$ cat src/rtl/toie_pkg.sv
`default_nettype none
package toie_pkg;
  localparam int NUM_REGS = 19;
  localparam logic [4:0] REG_FLAGS = 5'd17;
  localparam logic [4:0] REG_REM = 5'd18;

  localparam logic [4:0] OP_MOV = 5'd0, OP_PUSH = 5'd1, OP_POP = 5'd2, OP_PUSHF = 5'd3,
    OP_POPF = 5'd4, OP_CALL = 5'd5, OP_RET = 5'd6, OP_INC = 5'd7, OP_DEC = 5'd8,
    OP_ADD = 5'd9, OP_SUB = 5'd10, OP_MUL = 5'd11, OP_DIV = 5'd12, OP_MOD = 5'd13,
    OP_REM = 5'd14, OP_NOT = 5'd15, OP_XOR = 5'd16, OP_OR = 5'd17, OP_AND = 5'd18,
    OP_SHL = 5'd19, OP_SHR = 5'd20, OP_CMP = 5'd21, OP_JMP = 5'd22, OP_JE = 5'd23,
    OP_JNE = 5'd24, OP_JG = 5'd25, OP_JGE = 5'd26, OP_JL = 5'd27, OP_JLE = 5'd28,
    OP_PRN = 5'd29;

  localparam logic [1:0] KIND_REG = 2'd0, KIND_MEM = 2'd1;

  localparam logic [2:0] ERR_OK = 3'd0, ERR_EMPTY = 3'd1, ERR_FULL = 3'd2,
    ERR_DIV0 = 3'd3, ERR_UNWR = 3'd4, ERR_ADDR = 3'd5;

  // controller -> datapath commands
  typedef struct packed {
    logic load;       // capture the input item
    logic fetch;      // register memory read data
    logic div_start;  // begin division
    logic commit;     // write back and form the result
  } toie_cmd_t;

  // datapath -> controller status
  typedef struct packed {
    logic need_div;   // item reaches the divider
    logic div_done;
  } toie_sts_t;
endpackage
`default_nettype wire

$ cat src/rtl/toie_ctrl.sv
`default_nettype none
module toie_ctrl
  import toie_pkg::*;
(
  input  wire logic clk,
  input  wire logic rst,
  input  wire logic in_fire,
  output logic      in_ready,
  output logic      out_valid,
  input  wire logic out_ready,
  input  wire toie_sts_t sts,
  output toie_cmd_t cmd
);
  typedef enum logic [4:0] {
    S_IDLE  = 5'b00001,
    S_FETCH = 5'b00010,
    S_DIV   = 5'b00100,
    S_EXEC  = 5'b01000,
    S_OUT   = 5'b10000
  } state_t;
  state_t state, state_next;

  always_comb begin
    state_next = state;
    cmd = '0;
    in_ready = 1'b0;
    out_valid = 1'b0;
    case (state)
      S_IDLE: begin
        in_ready = 1'b1;
        cmd.load = in_fire;
        if (in_fire) state_next = S_FETCH;
      end
      S_FETCH: begin
        cmd.fetch = 1'b1;
        state_next = S_EXEC;
      end
      S_EXEC: begin
        if (sts.need_div) begin
          cmd.div_start = 1'b1;
          state_next = S_DIV;
        end else begin
          cmd.commit = 1'b1;
          state_next = S_OUT;
        end
      end
      S_DIV: begin
        if (sts.div_done) begin
          cmd.commit = 1'b1;
          state_next = S_OUT;
        end
      end
      S_OUT: begin
        out_valid = 1'b1;
        if (out_ready) state_next = S_IDLE;
      end
      default: state_next = S_IDLE;
    endcase
  end

  always_ff @(posedge clk) begin
    if (rst) state <= S_IDLE;
    else state <= state_next;
  end
endmodule
`default_nettype wire

$ cat config.mk
export PLATFORM = sky130hd
export DESIGN_NAME = toie_ctrl
export DESIGN_NICKNAME = d
export VERILOG_FILES = /design/src/rtl/toie_pkg.sv /design/src/rtl/toie_ctrl.sv
export SDC_FILE = /design/constraint.sdc
export NUM_CORES = 1
export LEC_CHECK = 0
export BUFFER_PORTS_ARGS = -buffer_cell sky130_fd_sc_hd__buf_2
export CORE_AREA = 2 2 39 41
export CTS_BUF_LIST = sky130_fd_sc_hd__clkbuf_4 sky130_fd_sc_hd__clkbuf_8
export DETAILED_ROUTE_END_ITERATION = 8
export DIE_AREA = 0 0 41 43
export SLEW_MARGIN = 20
export SYNTH_ARGS = -nofsm -noshare
export SYNTH_HDL_FRONTEND = slang
export SYNTH_SLANG_ARGS = --single-unit
$ cat constraint.sdc
create_clock -name clk -period 3.45 [get_ports clk]
set_input_delay 0.1725 -clock clk [delete_from_list [all_inputs] [get_ports clk]]
set_output_delay 0.1725 -clock clk [all_outputs]
set_load 0.01 [all_outputs]
; Yosys cells after proc, flatten, opt, wreduce, memory -nomap -nowiden
; Index checks and enable logic that the tools add are counted.
[totals]
register_bits = 5
out_inout_bits = 6
[classes]
eq_ne = 8
n_reduce_logical = 1
muxes = 14
[ops]
columns = cell, count
row1 = 5-bit case mux with 5 select lines, 1
row2 = 5-bit 2-to-1 mux, 4
row3 = 1-bit 2-to-1 mux, 8
row4 = 2-bit inequality test (second input constant), 3
row5 = 5-bit by 1-bit == test with 1-bit output (second input constant), 1
row6 = 5-bit by 2-bit == test with 1-bit output (second input constant), 1
row7 = 5-bit by 3-bit == test with 1-bit output (second input constant), 1
row8 = 5-bit by 4-bit == test with 1-bit output (second input constant), 1
row9 = 5-bit == test (second input constant), 1
row10 = 3-bit AND reduction, 1
row11 = 1-bit case mux with 2 select lines, 1

; Longest topological paths before layout
; Gate-level depths: netlist of run 1.
[depth]
depth_word = 3
ltp_mapped = 4

; Worst setup path before layout of run 1
; No wires, ideal clock.
[synth_timing]
kind = register to register
start = register state[0]
end = register state[1]
n_path_buf = 0
setup_time_ps = 117
path_slack_ps = 2144
path_stages_with_launch = 4
t_arrival_ps = 1189
synth_period_minus_slack_ps = 1306
t_required_ps = 3333
path_cell_list = dfxtp_1 > or3_4 > nor4b_4 > and4b_1
[synth_between]
elab_chain_len = 3
[synth_lines]
columns = item, line_no
row1 = start: declaration, toie_ctrl.sv:21  ; state_t state, state_next;
row2 = start signal: assignment, toie_ctrl.sv:63  ; else state <= state_next;
row3 = 5-bit by 3-bit == test with 1-bit output (tied with other cells), toie_ctrl.sv:28  ; case (state)
row4 = 2-bit inequality test (no source line), --
row5 = 3-bit AND reduction (no source line), --
; Parallel ways exist; a longest one is shown, timed or not.
; A chain may end at the register's enable or synchronous reset.

==> reports/qor.yml, run 1 <==
outcome:
  status: "finished, final reports clean"
synth:
  synth_cell_types: 26
  netlist.area_leader.share_pct: 29.3
  synthArstFlopShare_pct: 0
  synth.most_common_cell: "dfxtp_1"
  ys_ff_latch: 5
  ys.flop_type: "dfxtp_1"
  seq_area_frac_synth_pct: 29.3
  avgSynthCellArea_um2: 8.76
  synth_area_leaders: "dfxtp_1, nor4b_4, and3b_1"
  netlist_area_um2: 342
  synth_cells: 39
  yosysWarningCount: 0
  syn_nets: 45
  synth_edf_count: 0
  synth_commonest_cells: "dfxtp_1, nor2_1"
  yosys.area.top_type: "dfxtp_1"
grt:
  gr-total-overflow: 0
  grtUsageTotal_pct: 10.9
  grt_max_degree: 10
  grt_pass1_wl_um: 1270
  grt_pass1_vias: 298
  grt_antenna_before_repair: 0
place:
  pre_cts_ws_ns: 2.06
  io_buffers: 11
  routabilityCongestion: 0.667
  dp_hpwl_um: 617
timing:
  timing.final.crit_share_pct: 46.6
  tns_ns: 0
  setup_ws_ns: 1.84
  timing_hold_violations_final: 0
  fin_crit_ns: 1.61
  setup_viol: 0
  report.final.slew_viol_count: 0
  worstMarginPinSlew_ns: 0.328
  finClkSkew_ns: 0.000733
  rsz0062_at_grt: "false"
  timing.hold.ws_ns: 0.127
  max_freq_ghz: 0.622
  slew_headroom_pct: 78.1
drt:
  drc: 0
  drt_wl_total_um: 743
  first_pass_iters: 2
  via_per_inst: 4.97
  dr.first_iter.drc_count: 3
  vias: 338
  ant_nets: 0
  routedWlPerCell_um: 10.9
cells_and_area:
  finalNetCount: 59
  top_register: "state"
  reg_top3: "state x5"
  antenna_cells: 0
  layout-drive-gt1-share_pct: 36.5
  largest_reg_flops: 5
  fin_util_pct: 31.4
  area_growth_pct: 27.1
clock_tree:
  cts.repair.resized: 0
  cts_max_level: 1
  cts_buffers: 3
  cts.sinks: 5
  root_buffer: "clkbuf_4"
  clock_latency_ns: 0.23
  cts_setup_buffers: 0
  hold_buffers: 0
  clk_path_buf_depth: 2
  clk_pin_slew_ns: 0.04
  cts_tree: "done"
die:
  core_area_um2: 1380
  fp.dieH_um: 43
  io_pins: 12
  num_rows: 14
  fp.dieW_um: 41
  start_util_pct: 24.7
  die_area_um2: 1760
worst_setup_path:
  critPathMaxFanout: 8
  path_class: "reg2out"
  cp_data_required_time_ns: 3.28
  cp_data_arrival_time_ns: 1.43
  path_cells: "nor2_1 > and3_2 > and2_1 > buf_2"
  critPathSlowestCell: "dfxtp_1"
  end_kind: "primary output"
  r2r_start: "state[0]$_SDFFE_PP1P_"
  startpoint_type: "register"
  startpoint: "state[3]$_SDFFE_PP0P_"
  max_stage_delay_ns: 0.40
run:
  max_cap_violations: 0
power_and_ir_drop:
  p_comb_share_pct: 18.7
  p_int_mw: 0.129
  ir_drop_uv: 129
  swShare_pct: 24.0
  powerDensity_nw_per_um2: 391
  finalPower_mw: 0.170
  sequentialPowerShare_pct: 38.8
  p_switching_mw: 0.0409
  clockPowerShare_pct: 42.5
  leakage_nw: 0.207
worst_hold_path:
  worstHoldStart: "rst"
  min_path_type: "in2reg"
## metrics by stage
step | cells | cell area [µm²]
floorplan | 39 | 342
global placement | 64 | 404
detailed placement | 64 | 404
CTS | 68 | 434
global route | 68 | 434
finish | 68 | 434
## logic make-up after synthesis
kind of cell           synth area share (%)
AO/OA/AOI/OAI                          16.5
AND/OR/NAND/NOR                        45.8
XOR/XNOR                               2.56
buffers and inverters                  5.86
flip-flops                             29.3
## power by group through the flow
| stage | clock network [mW] | registers (mW) | logic (mW) |
|---|---|---|---|
| floorplan | 0 | 0.0651 | 0.0221 |
| global placement | 0 | 0.0667 | 0.0319 |
| detailed placement | 0 | 0.0667 | 0.0322 |
| CTS | 0.0750 | 0.0658 | 0.0324 |
| global route | 0.0800 | 0.0663 | 0.0358 |
| finish | 0.0723 | 0.0659 | 0.0318 |
## area by class of cell
class / instances / area [µm²]
clock buffers: 4 / 30.0
fillers: 152 / 950
inverters: 2 / 7.51
multi-input cells: 30 / 221
flip-flops and latches: 5 / 100
well taps: 16 / 20.0
repair buffers: 11 / 55.1
## critical path, delay by kind of cell, from the launching register on
kind / cells / cell delay (ns)
buffers and inverters: 1 / 0.12
flip-flops: 1 / 0.40
AND/OR/NAND/NOR: 3 / 0.69
## routing by layer
layer	GRT usage, %	wire length (µm)	vias to the layer above
li1	-	-	173
met1	12.5	313	155
met2	16.3	380	10
met3	6.28	50	0
met4	4.00	0	0
met5	0	0	-
## cells in the final DEF, fill, tap and decap left out, drive strengths merged
master,n
buf,11
dfxtp,5
nor2,4
clkbuf,4
and3,3
nor3,2
nor3b,2
and3b,2
inv,2
o21ai,2
and4b,2
or3,1
nand2,1
o21bai,1
and2,1
nand4,1
a21oi,1
nor4b,1
a41oi,1
nor2b,1
xor2,1
o211ai,1
a311o,1
o21a,1
## final timing paths
kind	endpoint	slack [ns]	cells past startpoint
setup reg to reg	state[1]$_SDFFE_PP0P_	2.07	3
setup / recovery	cmd[3]	1.84	4
hold reg to reg	state[4]$_SDFFE_PP0P_	0.59	2
hold / removal	state[4]$_SDFFE_PP0P_	0.13	2
Power figures use the tool's default switching activity.
==> run 2, diff against run 1 <==
--- a/config.mk
+++ b/config.mk
@@ -5,6 +5,7 @@
 export SDC_FILE = /design/constraint.sdc
 export NUM_CORES = 1
 export LEC_CHECK = 0
+export ABC_AREA = 1
 export BUFFER_PORTS_ARGS = -buffer_cell sky130_fd_sc_hd__buf_2
 export CORE_AREA = 2 2 39 41
 export CTS_BUF_LIST = sky130_fd_sc_hd__clkbuf_4 sky130_fd_sc_hd__clkbuf_8
==> constraint.sdc (replaced) <==
create_clock -name clk -period 1.4 [get_ports clk]
set_input_delay 0.07 -clock clk [delete_from_list [all_inputs] [get_ports clk]]
set_output_delay 0.07 -clock clk [all_outputs]
set_load 0.01 [all_outputs]
==> run 2 against run 1 <==
Die area unchanged. Synthesized cell count up 31%. Wire length down 14%. Area after synthesis down 4.4%. Largest power group unchanged. Core utilization down 0.72 points. Sequential share of layout area up 0.54 points. Clock power rose to 2.6 times the previous value. Combinational power rose to 2.5 times the previous value. Critical path depth unchanged. Via count down 3.6%. Final cell count up 19%. Design area down 2.3%.
==> reports/qor.yml, run 2 <==
place:
  dp_hpwl_um: 540  # -12%
  routabilityCongestion: 0.681  # +2.1%
  pre_cts_ws_ns: 0.320  # -1.74 ns
  place_area_um2: 394  # -2.5%
  io_buffers: 11  # unchanged
synth:
  ys.flop_type: "dfxtp_1"
  ys_ff_latch: 5  # unchanged
  synth.most_common_cell: "inv_1"
  synthArstFlopShare_pct: 0  # unchanged
  yosys.area.top_type: "dfxtp_1"
  syn_nets: 57  # +27%
  synth_area_leaders: "dfxtp_1, inv_1, nand4_1"
  avgSynthCellArea_um2: 6.40  # -27%
  netlist_area_um2: 327  # -4.4%
  synth_edf_count: 0  # unchanged
  synth_cells: 51  # +31%
  synth_commonest_cells: "inv_1, nand2_1, nor2_1"
  yosysWarningCount: 0  # unchanged
  synth_cell_types: 13  # -50%
  netlist.area_leader.share_pct: 30.7  # +1.3 points
  seq_area_frac_synth_pct: 30.7  # +1.3 points
worst_setup_path:
  r2r_start: "state[2]$_SDFFE_PP0P_"
  cp_data_required_time_ns: 1.33  # -1.95 ns
  reg2reg_depth: 6  # +3
  reg2reg_to: "state[0]$_SDFFE_PP1P_"
  path_class: "reg2out"
  critPathMaxFanout: 5  # -3
  end_kind: "primary output"
  startpoint_type: "register"
  reg2reg_slack_ns: 0.33  # -1.74 ns
  cp_data_arrival_time_ns: 1.17  # -0.26 ns
grt:
  gr-total-overflow: 0  # unchanged
  grtUsageTotal_pct: 9.05  # -1.9 points
  grt_antenna_before_repair: 0  # unchanged
  grt_pass1_wl_um: 1070  # -16%
  grt_pass1_vias: 287  # -3.7%
  grt_max_degree: 10  # unchanged
clock_tree:
  clk_path_buf_depth: 2  # unchanged
  root_buffer: "clkbuf_4"
  cts_tree: "done"
  cts.sinks: 5  # unchanged
  hold_buffers: 0  # unchanged
  cts_setup_buffers: 0  # unchanged
  clk_pin_slew_ns: 0.05  # about the same
  cts_max_level: 1  # unchanged
  cts_buffers: 3  # unchanged
  cts.repair.resized: 0  # unchanged
  clock_latency_ns: 0.24  # about the same
cells_and_area:
  fin_util_pct: 30.7  # -0.72 points
  most-common-layout-cells: "inv_1, buf_2, nand2_1"
  area_growth_pct: 29.9
  finalNetCount: 72  # +22%
  antenna_cells: 0  # unchanged
  largest_reg_flops: 5  # unchanged
  reg_top3: "state x5"
  final_common_cell: "inv_1"
  top_register: "state"
  fill_cells: 158  # +3.9%
  layout-drive-gt1-share_pct: 33.8  # -2.7 points
  fin_area_um2: 424  # -2.3%
die:
  num_rows: 14  # unchanged
  fp.dieW_um: 41  # unchanged
  start_util_pct: 23.6  # -1.1 points
  io_pins: 12  # unchanged
  fp.dieH_um: 43  # unchanged
  die_area_um2: 1760  # unchanged
  core_area_um2: 1380  # unchanged
worst_hold_path:
  worstHoldStart: "rst"
  min_to: "state[3]$_SDFFE_PP0P_"
  hold_path_depth: 2  # unchanged
  min_path_type: "in2reg"
timing:
  max_freq_ghz: 0.807
  report.final.slew_viol_count: 0  # unchanged
  fin_crit_ns: 1.24
  rsz0062_at_grt: "false"
  tns_ns: 0  # unchanged
  timing.final.crit_share_pct: 88.5
  finClkSkew_ns: 0.000510  # -0.000224 ns
  worstMarginPinSlew_ns: 0.249  # -0.0793 ns
  setup_ws_ns: 0.161  # -1.68 ns
  timing_hold_violations_final: 0  # unchanged
  slew_headroom_pct: 83.4  # +5.3 points
  setup_viol: 0  # unchanged
power_and_ir_drop:
  finalPower_mw: 0.426  # +150%
  powerDensity_nw_per_um2: 1000  # +160%
  ir_drop_uv: 254  # +97%
  leakage_nw: 0.264  # +28%
drt:
  dr.first_iter.drc_count: 8  # +5
  vias: 326  # -3.6%
  ant_nets: 0  # unchanged
  first_pass_iters: 2  # unchanged
  routedWlPerCell_um: 7.86  # -28%
  drc: 0  # unchanged
  via_per_inst: 4.02  # -19%
  drt_wl_total_um: 637  # -14%
run:
  max_cap_violations: 0  # unchanged
outcome:
  status: "finished, final reports clean"
[run 2: cell types whose count changed after synthesis, moves of 3 or more]
cell     delta
nand2_1     +8
nor2_1      +3
nor2_2      +3
inv_1      +10
nand4_1     +5
[run 2: power by group]
part	switching [mW]	total [mW]	internal [mW]
sequential	0.00769	0.158	0.150
combinational	0.0490	0.0809	0.0319
clock	0.0603	0.187	0.127
total	0.117	0.426	0.309
[run 2: critical path, stage by stage (launching register included)]
cell     delay [ns]
dfxtp_1        0.32
nor2_2         0.24
nand4_1        0.17
inv_1          0.08
buf_2          0.12
[run 2: routing by layer]
metal / GRT usage [%] / vias up / routed length [µm]
met5: 0 / - / 0
li1: - / 187 / -
met1: 10.6 / 136 / 287
met4: 6.00 / 0 / 0
met3: 3.14 / 0 / 8
met2: 13.1 / 3 / 341
[run 2: area by class of cell]
type | count | area, µm² | share of cell area (%)
tap | 16 | 20.0 | 4.72
clock buffer | 4 | 30.0 | 7.08
multi-input combinational | 32 | 170 | 40.1
inverter | 13 | 48.8 | 11.5
sequential | 5 | 100 | 23.6
timing repair buffer | 11 | 55.1 | 13.0
[run 2: cells by family (layout without fill, tap and decap cells)]
family / count (synthesis) / after routing / share of synthesized area [%]
and+or+nand+nor: 31 / 31 / 49.8
buffers and inverters: 14 / 28 / 17.2
AOI/OAI and AO/OA: 1 / 1 / 2.30
DFF: 5 / 5 / 30.7
[run 2: through the flow]
| step | instances | hold WS (ns) |
|---|---|---|
| after global routing | 81 | 0.0242 |
| final | 81 | 0.0209 |
| after global placement | 77 | 0.270 |
| after detailed placement | 77 | 0.268 |
| after CTS | 81 | 0.0169 |
| after floorplan | 51 | 0.142 |
[run 2: worst max path at each step]
stage / from / to / slack, ns
finish: state[2]$_SDFFE_PP0P_ / cmd[2] / 0.16
global route: state[3]$_SDFFE_PP0P_ / cmd[0] / 0.05
CTS: state[2]$_SDFFE_PP0P_ / cmd[2] / 0.15
detailed placement: state[2]$_SDFFE_PP0P_ / state[0]$_SDFFE_PP1P_ / 0.32
global placement: state[2]$_SDFFE_PP0P_ / state[0]$_SDFFE_PP1P_ / 0.33
floorplan: state[2]$_SDFFE_PP0P_ / state[0]$_SDFFE_PP1P_ / 0.46
